`src/hw/rtl/led_pkg.sv`:
```
`timescale 1ns / 1ps

package led_pkg;

   localparam int KeyWidth       = 8;
   localparam int ActionWidth    = 3;
   localparam int CountWidth     = 6;
   localparam int RspFieldsWidth = ActionWidth + CountWidth + KeyWidth;
   localparam int RspDataWidth   = ((RspFieldsWidth + 7) / 8) * 8;
   localparam int CsrIndexWidth  = 8;
   localparam int LineWidthDef   = 40;

   localparam logic [KeyWidth-1:0] CodeEof    = 8'd4;
   localparam logic [KeyWidth-1:0] CodeWerase = 8'd23;
   localparam logic [KeyWidth-1:0] CodeNl     = 8'd10;
   localparam logic [KeyWidth-1:0] CodeSpace  = 8'd32;
   localparam logic [KeyWidth-1:0] PrintLow   = 8'h20;
   localparam logic [KeyWidth-1:0] PrintHigh  = 8'h7e;

   localparam logic [KeyWidth-1:0] EraseReset = 8'd127;
   localparam logic [KeyWidth-1:0] KillReset  = 8'd21;

   localparam logic [CsrIndexWidth-1:0] RegErase = 8'd0;
   localparam logic [CsrIndexWidth-1:0] RegKill  = 8'd1;

   typedef enum logic [ActionWidth-1:0] {
      ACT_ECHO    = 3'd0,
      ACT_ERASE   = 3'd1,
      ACT_NEWLINE = 3'd2,
      ACT_BELL    = 3'd3,
      ACT_END     = 3'd4
   } action_type;

endpackage

```
`src/hw/rtl/line_editor_with_word_wrap.sv`:
```
// Line editor with word wrap: one keystroke byte per req beat, zero or more display
// actions per key on rsp, tlast marking the final one. Keys are accepted only while
// the sequencer is idle. A word erase scans back through the line memory. A printable
// key at full width scans back for the start of the trailing word; if one is found it
// emits an erase and a newline and copies the word to the start of the new line, else
// only a newline, then it echoes the key. The scan and the copy both walk the single
// read port of the line memory, one entry at a time. After an end-of-input on an empty
// line every key is taken and dropped until reset.
`timescale 1ns / 1ps

module line_editor_with_word_wrap
   import led_pkg::*;
#(
   parameter int LINE_WIDTH = LineWidthDef
) (
   input  logic                     clock,
   input  logic                     reset,
   // key_byte
   input  logic                     req_tvalid,
   output logic                     req_tready,
   input  logic [KeyWidth-1:0]      req_tdata,
   // action[2:0], erase_count[8:3], echo_char[16:9], zero fill above
   output logic                     rsp_tvalid,
   input  logic                     rsp_tready,
   output logic [RspDataWidth-1:0]  rsp_tdata,
   output logic                     rsp_tlast,
   input  logic                     csr_valid,
   output logic                     csr_ready,
   input  logic [CsrIndexWidth-1:0] csr_index,
   input  logic [KeyWidth-1:0]      csr_data
);

   localparam int CW = $clog2(LINE_WIDTH + 1);
   localparam int AW = $clog2(LINE_WIDTH);

   typedef enum logic [3:0] {
      S_IDLE,
      S_ONE,
      S_WSP,
      S_WWD,
      S_WRS,
      S_WERA,
      S_WNL,
      S_COPY,
      S_KEY
   } state_type;

   state_type             state_ff;
   logic                  closed_ff;
   logic [CW-1:0]         cursor_ff;
   logic [CW-1:0]         p_ff;
   logic [CW-1:0]         src_ff;
   logic [CW-1:0]         cp_ff;
   logic                  word_ff;
   logic [KeyWidth-1:0]   key_ff;
   action_type            pend_act_ff;
   logic [CW-1:0]         pend_cnt_ff;
   logic [KeyWidth-1:0]   erase_ff;
   logic [KeyWidth-1:0]   kill_ff;

   logic                  rsp_valid_ff;
   action_type            rsp_act_ff;
   logic [CountWidth-1:0] rsp_cnt_ff;
   logic [KeyWidth-1:0]   rsp_char_ff;
   logic                  rsp_last_ff;

   logic [KeyWidth-1:0]   mem [LINE_WIDTH];
   logic [KeyWidth-1:0]   rd_data_ff;
   logic [AW-1:0]         rd_addr;
   logic                  mem_we;
   logic [AW-1:0]         mem_wa;
   logic [KeyWidth-1:0]   mem_wd;

   logic                  slot_free;
   logic                  emit_en;
   action_type            emit_act;
   logic [CW-1:0]         emit_cnt;
   logic [KeyWidth-1:0]   emit_char;
   logic                  emit_last;
   logic                  req_beat;
   logic                  is_space;

   function automatic logic [AW-1:0] idx_of(input logic [CW:0] v);
      logic [AW-1:0] r;
      r = '0;
      if (v < (CW + 1)'(LINE_WIDTH)) begin
         r = v[AW-1:0];
      end
      return r;
   endfunction

   assign slot_free  = !rsp_valid_ff || rsp_tready;
   assign req_tready = (state_ff == S_IDLE);
   assign req_beat   = req_tvalid && req_tready;
   assign csr_ready  = 1'b1;
   assign is_space   = (rd_data_ff == CodeSpace);

   assign rsp_tvalid = rsp_valid_ff;
   assign rsp_tlast  = rsp_last_ff;
   assign rsp_tdata  = RspDataWidth'({rsp_char_ff, rsp_cnt_ff, rsp_act_ff});

   // result for the current state
   always_comb begin
      emit_en   = 1'b0;
      emit_act  = ACT_ECHO;
      emit_cnt  = '0;
      emit_char = '0;
      emit_last = 1'b0;
      case (state_ff)
         S_ONE: begin
            emit_en   = slot_free;
            emit_act  = pend_act_ff;
            emit_cnt  = pend_cnt_ff;
            emit_last = 1'b1;
         end
         S_WERA: begin
            emit_en  = slot_free;
            emit_act = ACT_ERASE;
            emit_cnt = pend_cnt_ff;
         end
         S_WNL: begin
            emit_en  = slot_free;
            emit_act = ACT_NEWLINE;
         end
         S_COPY: begin
            emit_en   = slot_free;
            emit_act  = ACT_ECHO;
            emit_char = rd_data_ff;
         end
         S_KEY: begin
            emit_en   = slot_free;
            emit_act  = ACT_ECHO;
            emit_char = key_ff;
            emit_last = 1'b1;
         end
         default: begin
            emit_en = 1'b0;
         end
      endcase
   end

   // line memory access
   always_comb begin
      case (state_ff)
         S_WSP, S_WWD, S_WRS: rd_addr = idx_of({1'b0, p_ff} - (CW + 1)'(2));
         S_WNL:               rd_addr = idx_of({1'b0, p_ff});
         S_COPY: begin
            if (slot_free) begin
               rd_addr = idx_of({1'b0, src_ff} + (CW + 1)'(1));
            end else begin
               rd_addr = idx_of({1'b0, src_ff});
            end
         end
         default:             rd_addr = idx_of({1'b0, cursor_ff} - (CW + 1)'(1));
      endcase
      mem_we = emit_en && ((state_ff == S_COPY) || (state_ff == S_KEY));
      if (state_ff == S_COPY) begin
         mem_wa = idx_of({1'b0, cp_ff});
         mem_wd = rd_data_ff;
      end else begin
         mem_wa = idx_of({1'b0, cursor_ff});
         mem_wd = key_ff;
      end
   end

   always_ff @(posedge clock) begin
      if (mem_we) begin
         mem[mem_wa] <= mem_wd;
      end
      rd_data_ff <= mem[rd_addr];
   end

   always_ff @(posedge clock) begin
      if (reset) begin
         state_ff     <= S_IDLE;
         closed_ff    <= 1'b0;
         cursor_ff    <= '0;
         p_ff         <= '0;
         src_ff       <= '0;
         cp_ff        <= '0;
         word_ff      <= 1'b0;
         pend_act_ff  <= ACT_ECHO;
         pend_cnt_ff  <= '0;
         erase_ff     <= EraseReset;
         kill_ff      <= KillReset;
         rsp_valid_ff <= 1'b0;
         rsp_last_ff  <= 1'b0;
      end else begin
         if (csr_valid && csr_ready) begin
            if (csr_index == RegErase) begin
               erase_ff <= csr_data;
            end else if (csr_index == RegKill) begin
               kill_ff <= csr_data;
            end
         end

         if (emit_en) begin
            rsp_valid_ff <= 1'b1;
            rsp_act_ff   <= emit_act;
            rsp_cnt_ff   <= CountWidth'(emit_cnt);
            rsp_char_ff  <= emit_char;
            rsp_last_ff  <= emit_last;
         end else if (rsp_tready) begin
            rsp_valid_ff <= 1'b0;
         end

         case (state_ff)
            S_IDLE: begin
               if (req_beat && !closed_ff) begin
                  key_ff <= req_tdata;
                  p_ff   <= cursor_ff;
                  if (req_tdata == CodeEof && cursor_ff == '0) begin
                     closed_ff   <= 1'b1;
                     pend_act_ff <= ACT_END;
                     pend_cnt_ff <= '0;
                     state_ff    <= S_ONE;
                  end else if (req_tdata == erase_ff) begin
                     if (cursor_ff != '0) begin
                        cursor_ff   <= cursor_ff - CW'(1);
                        pend_act_ff <= ACT_ERASE;
                        pend_cnt_ff <= CW'(1);
                        state_ff    <= S_ONE;
                     end
                  end else if (req_tdata == kill_ff) begin
                     if (cursor_ff != '0) begin
                        cursor_ff   <= '0;
                        pend_act_ff <= ACT_ERASE;
                        pend_cnt_ff <= cursor_ff;
                        state_ff    <= S_ONE;
                     end
                  end else if (req_tdata == CodeWerase) begin
                     state_ff <= S_WSP;
                  end else if (req_tdata == CodeNl) begin
                     cursor_ff   <= '0;
                     pend_act_ff <= ACT_NEWLINE;
                     pend_cnt_ff <= '0;
                     state_ff    <= S_ONE;
                  end else if (req_tdata >= PrintLow && req_tdata <= PrintHigh) begin
                     if (cursor_ff == CW'(LINE_WIDTH)) begin
                        state_ff <= S_WRS;
                     end else begin
                        state_ff <= S_KEY;
                     end
                  end else begin
                     pend_act_ff <= ACT_BELL;
                     pend_cnt_ff <= '0;
                     state_ff    <= S_ONE;
                  end
               end
            end
            S_ONE: begin
               if (emit_en) begin
                  state_ff <= S_IDLE;
               end
            end
            // trailing spaces
            S_WSP: begin
               if (p_ff == '0) begin
                  state_ff <= S_WWD;
               end else begin
                  p_ff <= p_ff - CW'(1);
                  if (!is_space) begin
                     state_ff <= S_WWD;
                  end
               end
            end
            // word before them
            S_WWD: begin
               if (p_ff == '0 || is_space) begin
                  if (p_ff < cursor_ff) begin
                     pend_act_ff <= ACT_ERASE;
                     pend_cnt_ff <= cursor_ff - p_ff;
                     cursor_ff   <= p_ff;
                     state_ff    <= S_ONE;
                  end else begin
                     state_ff <= S_IDLE;
                  end
               end else begin
                  p_ff <= p_ff - CW'(1);
               end
            end
            // find start of the trailing word at full width
            S_WRS: begin
               if (p_ff == '0 || is_space) begin
                  word_ff     <= (p_ff != '0) && (p_ff != cursor_ff);
                  pend_cnt_ff <= cursor_ff - p_ff;
                  if ((p_ff != '0) && (p_ff != cursor_ff)) begin
                     state_ff <= S_WERA;
                  end else begin
                     state_ff <= S_WNL;
                  end
               end else begin
                  p_ff <= p_ff - CW'(1);
               end
            end
            S_WERA: begin
               if (emit_en) begin
                  state_ff <= S_WNL;
               end
            end
            S_WNL: begin
               if (emit_en) begin
                  src_ff <= p_ff;
                  cp_ff  <= '0;
                  if (word_ff) begin
                     cursor_ff <= pend_cnt_ff;
                     state_ff  <= S_COPY;
                  end else begin
                     cursor_ff <= '0;
                     state_ff  <= S_KEY;
                  end
               end
            end
            S_COPY: begin
               if (emit_en) begin
                  src_ff <= src_ff + CW'(1);
                  cp_ff  <= cp_ff + CW'(1);
                  if (cp_ff == cursor_ff - CW'(1)) begin
                     state_ff <= S_KEY;
                  end
               end
            end
            S_KEY: begin
               if (emit_en) begin
                  cursor_ff <= cursor_ff + CW'(1);
                  state_ff  <= S_IDLE;
               end
            end
            default: begin
               state_ff <= S_IDLE;
            end
         endcase
      end
   end

   a_cursor_bound: assert property (@(posedge clock) disable iff (reset)
      cursor_ff <= CW'(LINE_WIDTH))
      else $error("cursor beyond line width");

   a_closed_quiet: assert property (@(posedge clock) disable iff (reset)
      closed_ff && state_ff == S_IDLE |=> state_ff == S_IDLE && !emit_en)
      else $error("closed editor produced work");

   a_store_room: assert property (@(posedge clock) disable iff (reset)
      mem_we && state_ff == S_KEY |-> cursor_ff < CW'(LINE_WIDTH))
      else $error("key stored at full width");

   a_copy_order: assert property (@(posedge clock) disable iff (reset)
      mem_we && state_ff == S_COPY |-> cp_ff < src_ff)
      else $error("copy destination not below source");

endmodule

```
`config.mk`:
```
export PLATFORM = sky130hd
export DESIGN_NAME = line_editor_with_word_wrap
export DESIGN_NICKNAME = d
export VERILOG_FILES = /design/src/hw/rtl/led_pkg.sv /design/src/hw/rtl/line_editor_with_word_wrap.sv
export SDC_FILE = /design/constraint.sdc
export NUM_CORES = 1
export LEC_CHECK = 0
export CORE_MARGIN = 1.5
export CORE_UTILIZATION = 55
export CTS_CLUSTER_SIZE = 24
export DETAILED_ROUTE_END_ITERATION = 10
export DONT_BUFFER_PORTS = 1
export MAX_ROUTING_LAYER = met4
export PLACE_DENSITY = 0.78
export SYNTH_ARGS = -nofsm -noshare
export SYNTH_HDL_FRONTEND = slang
export SYNTH_SLANG_ARGS = --single-unit
```
`constraint.sdc`:
```
create_clock -name clock -period 4.3 [get_ports clock]
set_input_delay 0.645 -clock clock [delete_from_list [all_inputs] [get_ports clock]]
set_output_delay 0.645 -clock clock [all_outputs]
set_load 0.05 [all_outputs]
```
Word-level counts from Yosys, hierarchy flattened
Memory sizes are Yosys's and may differ from the RTL's. A register that Yosys moved wholly into a read port is not among the register bits.
Index checks and enable logic that the tools add are counted.
{"block": "totals", "mem_count": 1, "mem_bits_ro": 0, "output_inout_bits": 28, "ram_bits": 320, "reg_bits": 82, "latch_bits": 0, "inputBits": 29}
{"name": "mem", "depth": 40, "word_bits": 8, "rd": 1, "rd_ports_with_merged_regs": 1, "wr": 1, "line_no": "line_editor_with_word_wrap.sv:67", "source": "logic [KeyWidth-1:0] mem [LINE_WIDTH];"}
{"block": "op_classes", "n_shift": 0, "n_mux": 89, "mul": 0, "n_eq_ne": 40, "n_div": 0, "n_lt_le_gt_ge": 10, "n_reduce_logical": 40, "add_sub_neg": 9, "bitwise_logic": 2}
{"operator": "2-to-1 mux 6 bit", "count": 41}
{"operator": "2-to-1 mux 4 bit", "count": 19}
{"operator": "case mux 6 bit (3 select lines)", "count": 3}
{"operator": "case mux 4 bit (8 select lines)", "count": 1}
{"operator": "2-to-1 mux 3 bit", "count": 10}
{"operator": "less-than comparator 6 bit, second input constant", "count": 4}
{"operator": "case mux 6 bit (2 select lines)", "count": 2}
{"operator": "case mux 6 bit (4 select lines)", "count": 1}
{"operator": "less-than comparator 7 x 6 -> 1 bit, second input constant", "count": 3}
{"operator": "inequality test 2 bit, second input constant", "count": 10}
{"operator": "adder 6 x 1 -> 6 bit, second input constant", "count": 3}
{"operator": "AND reduction 9 bit", "count": 2}
{"operator": "equality test 4 x 3 -> 1 bit, second input constant", "count": 4}
{"operator": "equality test 8 bit", "count": 2}
{"operator": "case mux 8 bit (2 select lines)", "count": 1}
{"operator": "zero test 6 bit", "count": 2}
{"operator": "AND reduction 3 bit", "count": 4}
{"operator": "nonzero test 6 bit", "count": 2}
{"operator": "subtractor 6 x 1 -> 6 bit, second input constant", "count": 2}
{"operator": "AND reduction 11 bit", "count": 1}
{"operator": "case mux 3 bit (3 select lines)", "count": 1}
{"operator": "equality test 4 x 2 -> 1 bit, second input constant", "count": 2}
{"operator": "equality test 8 x 1 -> 1 bit, second input constant", "count": 1}
{"operator": "equality test 8 x 3 -> 1 bit, second input constant", "count": 1}
{"operator": "42 further kinds", "count": 68}

Depth between registers and ports, before layout
Gate-level depths: netlist of run 1.
{"block": "depth", "word_depth": 10, "ltp_mapped": 15, "depth_no_buf": 12}

Worst setup path before layout of run 1
OpenSTA, ideal clock, no wires.
{"block": "synth_path", "path_type": "register to register", "startpoint": "reg cursor_ff[0]", "endpoint": "reg rd_data_ff[5], read port of mem", "period_less_slack_ns": 3.377, "setup_time_ns": 0.122, "setup_slack_ns": 0.923, "t_arrival_ns": 3.255, "path_stages_with_launch": 14, "path_cell_list": "dfxtp_1 -> buf_2 -> inv_1 -> ha_1 -> nor3b_1 -> a221oi_2 -> or3_1 -> nand3_1 -> buf_6 -> buf_2 -> mux2i_1 -> o22ai_1 -> or4_1 -> a311o_1"}
{"block": "synth_between", "elab_chain_cells": 4}
{"element": "start, declared", "line_no": "line_editor_with_word_wrap.sv:50", "source": "logic [CW-1:0] cursor_ff;"}
{"element": "start signal, assigned", "line_no": "line_editor_with_word_wrap.sv:219", "source": "cursor_ff <= cursor_ff - CW'(1);"}
{"element": "start signal, assigned", "line_no": "line_editor_with_word_wrap.sv:273", "source": "cursor_ff <= p_ff;"}
{"element": "start signal, assigned", "line_no": "line_editor_with_word_wrap.sv:306", "source": "cursor_ff <= pend_cnt_ff;"}
{"element": "subtractor 6 x 1 -> 7 bit *", "line_no": "line_editor_with_word_wrap.sv:154", "source": "default: rd_addr = idx_of({1'b0, cursor_ff} - (CW + 1)'(1));"}
{"element": "less-than comparator 7 x 6 -> 1 bit", "line_no": "line_editor_with_word_wrap.sv:86", "source": "if (v < (CW + 1)'(LINE_WIDTH)) begin"}
{"element": "2-to-1 mux 6 bit *", "line_no": "line_editor_with_word_wrap.sv:86"}
{"element": "case mux 6 bit (3 select lines) *", "line_no": "line_editor_with_word_wrap.sv:144", "source": "case (state_ff)"}
{"element": "end, declared", "line_no": "line_editor_with_word_wrap.sv:68", "source": "logic [KeyWidth-1:0] rd_data_ff;"}
Mark *: on every way between the ends. The rest lies on a longest branch, timed or not.
A chain may end at the register's enable or synchronous reset.

Worst setup path after layout of run 1
{"block": "layout_path", "startpoint": "reg p_ff[1]", "endpoint": "reg rd_data_ff[3], read port of mem"}
{"block": "layout_between", "elab_chain_cells": 4, "elab_cells_between_ends": 6, "cone_classes": "add/sub: 1; order compare: 2; mux: 3"}
{"element": "start, declared", "line_no": "line_editor_with_word_wrap.sv:51", "source": "logic [CW-1:0] p_ff;"}
{"element": "start signal, assigned", "line_no": "line_editor_with_word_wrap.sv:211", "source": "p_ff <= cursor_ff;"}
{"element": "start signal, assigned", "line_no": "line_editor_with_word_wrap.sv:261", "source": "p_ff <= p_ff - CW'(1);"}
{"element": "start signal, assigned", "line_no": "line_editor_with_word_wrap.sv:279", "source": "p_ff <= p_ff - CW'(1);"}
{"element": "subtractor 6 x 2 -> 7 bit", "line_no": "line_editor_with_word_wrap.sv:145", "source": "S_WSP, S_WWD, S_WRS: rd_addr = idx_of({1'b0, p_ff} - (CW + 1)'(2));"}
{"element": "less-than comparator 7 x 6 -> 1 bit", "line_no": "line_editor_with_word_wrap.sv:86"}
{"element": "2-to-1 mux 6 bit", "line_no": "line_editor_with_word_wrap.sv:86"}
{"element": "case mux 6 bit (3 select lines) *", "line_no": "line_editor_with_word_wrap.sv:144"}
Marks and branches as above.

==> results of run 1 <==
[flip-flops by register name, summed over array words and instances, names as in the netlist]
name         flops
closed_ff        1
pend_act_ff      3
cp_ff            6
word_ff          1
rsp_tvalid       1
cursor_ff        6
rsp_cnt_ff       6
rsp_act_ff       3
rsp_tlast        1
pend_cnt_ff      6
erase_ff         8
mem            320
kill_ff          8
p_ff             6
rsp_char_ff      8
state_ff         4
src_ff           6
key_ff           8
rd_data_ff       8
[final cells by class]
type	instances	area, µm²
sequential	410	11700
timing repair buffer	59	468
multi-input combinational	970	6570
inverter	23	86.3
clock buffer	52	1110
clock inverter	25	304
tap	448	561
fill	2458	12900
[layout by cell type, fill, tap and decap left out, types with 16 or more instances in the layout]
cell / synthesis / final
mux2_2: 28 / 28
nor3_1: 18 / 16
clkbuf_16: 0 / 43
nor2_1: 127 / 126
o21ai_0: 46 / 45
o22ai_1: 26 / 26
nor2b_1: 16 / 16
nand2_1: 144 / 143
nand3_1: 28 / 27
a21oi_1: 37 / 37
nand4_1: 43 / 43
xnor2_1: 29 / 29
a211oi_1: 18 / 18
mux2i_1: 98 / 98
dfxtp_1: 65 / 65
buf_4: 18 / 57
inv_1: 23 / 23
a32oi_1: 32 / 32
edfxtp_1: 345 / 345
o31ai_1: 33 / 33
[cells by family after synthesis]
group | after synthesis | share of synthesized area [%]
AND/OR/NAND/NOR | 471 | 12.3
flip-flops | 410 | 62.1
AO/OA/AOI/OAI | 308 | 12.2
multiplexers | 128 | 7.14
buffers and inverters | 123 | 3.28
XOR/XNOR | 40 | 1.86
adder cells (fa/ha/maj) | 15 | 1.04
other | 2 | 0.0400
[per-layer routing]
layer  wire length (µm)  part of all wire [%]
met5                  0                     0
met4               1650                   3.5
met3               4660                   9.7
met2              22400                    47
met1              19100                    40
[report_power, final]
part           leakage, nW  internal, W  switching, W
clock network        0.688      0.00221       0.00155
registers             3.64      0.00453      0.000268
logic                 2.53     0.000799       0.00155
total                 6.86      0.00754       0.00336
[stage by stage]
stage / utilization [%] / total power (W)
after floorplan: - / 0.00646
after global placement: 57.5 / 0.00711
after detailed placement: 57.5 / 0.00714
after CTS: 61.7 / 0.0109
after global routing: 61.7 / 0.0112
final: 61.7 / 0.0109
[worst paths after layout]
kind,slack [ns],to,cells past startpoint
max,0.13,rd_data_ff[3],11
min,0.17,erase_ff[7],1
max reg2reg,0.13,rd_data_ff[3],11
min reg2reg,0.50,kill_ff[2],1
[worst register-to-register path: cells and delay by family, from the launching register on]
family | cells | cell delay, ns
compound gates | 5 | 1.37
buf+inv | 2 | 0.64
simple gates | 2 | 0.87
mux | 1 | 0.26
fa+ha+maj | 1 | 0.35
flops | 1 | 0.55
==> run metrics, run 1 <==
outcome=finished clean; CTS Buf Count=42; vias in the first global route=12317; Resize count post-CTS=0; Starting Density=55.9%; die area=35300 µm²; worst path bufs/invs=2; Setup Crit Path Kind=flop to flop; setup TNS=0 ns; Rows=67; Cells after Synth=between 1000 and 1500; first-pass GRT wire length=72600 µm; Mean Syn Cell Area=between 10 and 15 µm²; filler-free cell count of the finished design=1987; Synth Flop Type=edfxtp_1; endpoints failing setup=0; core area=33600 µm²; Power Density=525 nW/µm²; Total GRT Usage=27.6%; Routed WL=47800 µm; hold slack=between 0.15 and 0.2 ns; Worst-Margin Slew=1.03 ns; detailed placement HPWL=31100 µm; layout cells sized above 1=12.2%; Tmin final=between 4 and 5 ns; synth cell count leaders=edfxtp_1, nand2_1, nor2_1, mux2i_1, dfxtp_1; Worst setup startpoint=p_ff[1]; Max Freq=0.240 GHz; Worst setup EP type=flop; GR Util met1=37.4%; MaxCap Viol Count=0; GP Congestion=0.999; Clock Tree Buf Depth=3; Setup WS post-layout=0.132 ns; Synth Register Bits=410; crit-path leading delay family=compound AO/OA/AOI/OAI gates; post-synth top area share=55.1%; skew final=0.0212 ns; Die Wd=188 µm; Vias/cell=roughly 6.6; crit-path max FO=19; Seq/Total Area, Yosys=62.1%; leakage power=6.86 nW; initial antenna violation count=0; met3 Use GR=4.08%; pre-CTS WS=0.209 ns; largest cells by area after synthesis=edfxtp_1, dfxtp_1, mux2i_1, nand2_1, nor2_1; Worst Path Arrival=4.59 ns; most frequent cell after synthesis=edfxtp_1; Required @ worst endpoint=about 4.7 ns; clk_lat worst skew=0.57 ns; area of the mapped netlist=18800 µm²; relative slew slack=30.9%; diode count=0; Chip Height=188 µm; Synth async-reset ratio=0%; EDFF count, synth=about 350; Sink Count=410; crit start category=flop; Hold WC Path Type=input pin to flop; largest net degree at the start of global routing=59; Worst path max stage delay=0.55 ns; DRC errors left=0; Yosys cell types=91; busiest grt layer=met2; CTS tree=built; clk slew on worst S/H paths=roughly 0.06 ns; IO Port Bufs=0; RR Startpoint=p_ff[1]; I/O pin cnt=57; Max VDD drop=0.330 mV; min-delay src=reset; wire length per cell=~24 µm; CTS HTree Levels=2; synthesis-to-finish area growth=10.5%; DR iter-0 viols=approximately 1800; GR Layer Usage met2=approximately 43%; placed cells=1910; max-slew violations=0; Yosys top cell by area=edfxtp_1; post-route cell area=20800 µm²; root buf cell=clkbuf_16; grt ovf=0; buffer count from post-CTS setup fixing=0; NumNets Final=1550; antenna violation net count after detailed routing=0; unrepaired setup endpoints after global routing=no; Placed Area=~19000 µm²; Final period util=96.9%; Vias=13104; worst-path cell chain=inv_1 -> ha_1 -> a2111oi_2 -> o21ai_2 -> o21a_1 -> nand3_4 -> buf_4 -> mux2i_1 -> o22ai_1 -> or4_1 -> a311o_1; yosys warns=0; DR pass1 iterations=6; Final Hold Viols=0; hold_buf cts=0; Crit-path slowest cell=dfxtp_1
No activity file was read; power rests on OpenSTA's default activity.
==> inputs of run 2 (changes only) <==
- ABC_AREA: unset -> 1
- CORE_UTILIZATION: 55 -> 30
- PLACE_DENSITY: 0.78 -> 0.52
==> run 2 against run 1 <==
Effect of this change:
- fmax grew 15%
- worst hold slack lost 0.052 ns
- core utilization shrank 27 points
- sequential share of layout area shrank 3.6 points
- flip-flop and latch count is the same
- final cell count grew 47%
- setup slack gained 0.53 ns
- critical path depth grew 7
- critical path type unchanged
==> run metrics, run 2 <==
worst path bufs/invs=4 (+2); Resize count post-CTS=0 (unchanged); Sink Count=410 (unchanged); Hold WC Path Type=input pin to flop; Clock Tree Buf Depth=3 (unchanged); Rows=93 (+39%); clk_lat worst skew=0.60 ns (+0.03 ns); NumNets Final=2080 (+34%); diode count=0 (unchanged); Synth async-reset ratio=0% (unchanged); max reg flops=320 (unchanged); hold_buf cts=0 (unchanged); relative slew slack=31.1% (+0.28 points); core area=64500 µm² (+92%); grt ovf=0 (unchanged); Synth Flop Type=edfxtp_1; crit start category=flop; Yosys top cell by area=edfxtp_1; area of the mapped netlist=19600 µm² (+4.1%); Worst-Margin Slew=1.03 ns (-0.00424 ns); Vias=14498 (+11%); vias in the first global route=14240 (+16%); worst-path cell chain=inv_2 -> ha_1 -> nand2_1 -> xor2_1 -> nand2_1 -> nand2_1 -> nand2_2 -> inv_1 -> nand2_1 -> nor2_1 -> nand3b_1 -> buf_4 -> buf_4 -> nand3_1 -> nand3_1 -> nand3_1 -> nand3_1 -> nand2_1; initial antenna violation count=1 (+1); most used cell, CP=nand2_1; I/O pin cnt=57 (unchanged); most frequent cell after synthesis=edfxtp_1; GP Congestion=0.922 (-7.6%); root buf cell=clkbuf_16; largest cells by area after synthesis=edfxtp_1, nand3_1, dfxtp_1, nand2_1, inv_1; Worst path max stage delay=0.50 ns (-0.05 ns); Worst Path Arrival=4.13 ns (-0.46 ns); IO Port Bufs=0 (unchanged); Seq/Total Area, Yosys=59.6% (-2.5 points); Worst setup EP type=flop; crit-path max FO=25 (+6); endpoints failing setup=0 (unchanged); first-pass GRT wire length=88100 µm (+21%); Required @ worst endpoint=4.79 ns (+0.06 ns); wire length per cell=19.6 µm (-19%); outcome=finished clean; commonest non-fill, non-tap cell in the layout=edfxtp_1; Synth Register Bits=410 (unchanged); die area=66800 µm² (+89%); Cells after Synth=2043 (+36%); pre-CTS WS=0.691 ns (+0.482 ns); synth cell count leaders=edfxtp_1, nand3_1, nand2_1, inv_1, nor2_1; unrepaired setup endpoints after global routing=no; Yosys cell types=50 (-45%); skew final=0.0308 ns (+0.00964 ns); Max Freq=0.275 GHz (+15%); EDFF count, synth=345 (unchanged); Vias/cell=4.95 (-25%); antenna violation net count after detailed routing=0 (unchanged); buffer count from post-CTS setup fixing=0 (unchanged); Mean Syn Cell Area=9.58 µm² (-24%); Total GRT Usage=17.6% (-9.9 points); CTS tree=built; Crit-path slowest cell=dfxtp_1; Starting Density=30.4% (-26 points); DR iter-0 viols=1372 (-25%); largest net degree at the start of global routing=161 (+170%); CTS Buf Count=45 (+7.1%); synthesis-to-finish area growth=13.3%; Setup Crit Path Kind=flop to flop; Setup WS post-layout=0.662 ns (+0.530 ns); Tmin final=3.64 ns (-0.530 ns); Die Wd=258 µm (+38%); layout cells sized above 1=8.25% (-4.0 points); Chip Height=258 µm (+38%); detailed placement HPWL=36100 µm (+16%); Final Hold Viols=0 (unchanged); MaxCap Viol Count=0 (unchanged); yosys warns=0 (unchanged); DRC errors left=0 (unchanged); Final period util=84.6% (-12 points); DR pass1 iterations=6 (unchanged); CTS HTree Levels=2 (unchanged); max-slew violations=0 (unchanged); Routed WL=57300 µm (+20%); post-synth top area share=52.9% (-2.2 points); most frequent cells in the layout=edfxtp_1, nand3_1, nand2_1; final core utilization=34.4% (-27 points); setup TNS=0 ns (unchanged); Top reg by flops=mem; hold slack=0.114 ns (-0.0518 ns); clk slew on worst S/H paths=0.07 ns (about the same); crit-path leading delay family=simple AND/OR/NAND/NOR gates
run 2: cell types whose count changed in the layout (fill, tap and decap cells not counted), moves of 23 or more:
cell      delta
mux2_2      -28
o22ai_1     -23
a32oi_1     -31
nand3b_1    +76
nand2_1    +187
nor2_1      +33
nand3_1    +307
nand4_1     -33
o31ai_1     -32
inv_1      +252
xnor2_1     -25
o21ai_0     +45
mux2i_1     -98
run 2: metrics by stage:
| stage | cells | area, µm² |
|---|---|---|
| 3_5_place_dp | 2844 | 20600 |
| 4_1_cts | 2928 | 22200 |
| 5_1_grt | 2928 | 22200 |
| 6_report | 2928 | 22200 |
| 2_1_floorplan | 2049 | 19600 |
| 3_3_place_gp | 2844 | 20600 |
run 2: final timing paths:
path,startpoint,slack (ns),cells after the start,endpoint
setup / recovery,cursor_ff[0],0.66,18,rd_data_ff[4]
hold / removal,reset,0.11,1,pend_act_ff[1]
setup reg to reg,cursor_ff[0],0.66,18,rd_data_ff[4]
hold reg to reg,closed_ff,0.46,2,closed_ff
run 2: layer usage:
layer | routed length, µm | up-vias | GRT usage [%]
met4 | 1280 | 0 | 5.13
met1 | 26200 | 7014 | 23.6
li1 | - | 6940 | -
met5 | 0 | - | -
met3 | 3300 | 79 | 2.79
met2 | 26500 | 465 | 27.6
run 2: cell families (layout without fill, tap and decap cells):
| family | after synthesis | in the layout | synth area share (%) |
|---|---|---|---|
| fa+ha+maj | 15 | 15 | 0.998 |
| xor+xnor | 18 | 18 | 0.806 |
| other cells | 2 | 8 | 0.0384 |
| simple gates | 965 | 965 | 23.1 |
| compound gates | 234 | 234 | 7.08 |
| flops | 410 | 410 | 59.6 |
| buf+inv | 399 | 423 | 8.41 |
run 2: final cells by class:
type	count	area, µm²
clock buffer	53	1190
clock inverter	31	387
fill	6574	42300
inverter	296	1110
multi-input combinational	1240	6380
sequential	410	11700
tap	855	1070
timing repair buffer	43	385
Power of run 2 is not shown: default switching activity piles up to over one toggle a cycle in this logic, so the estimate is an artifact.
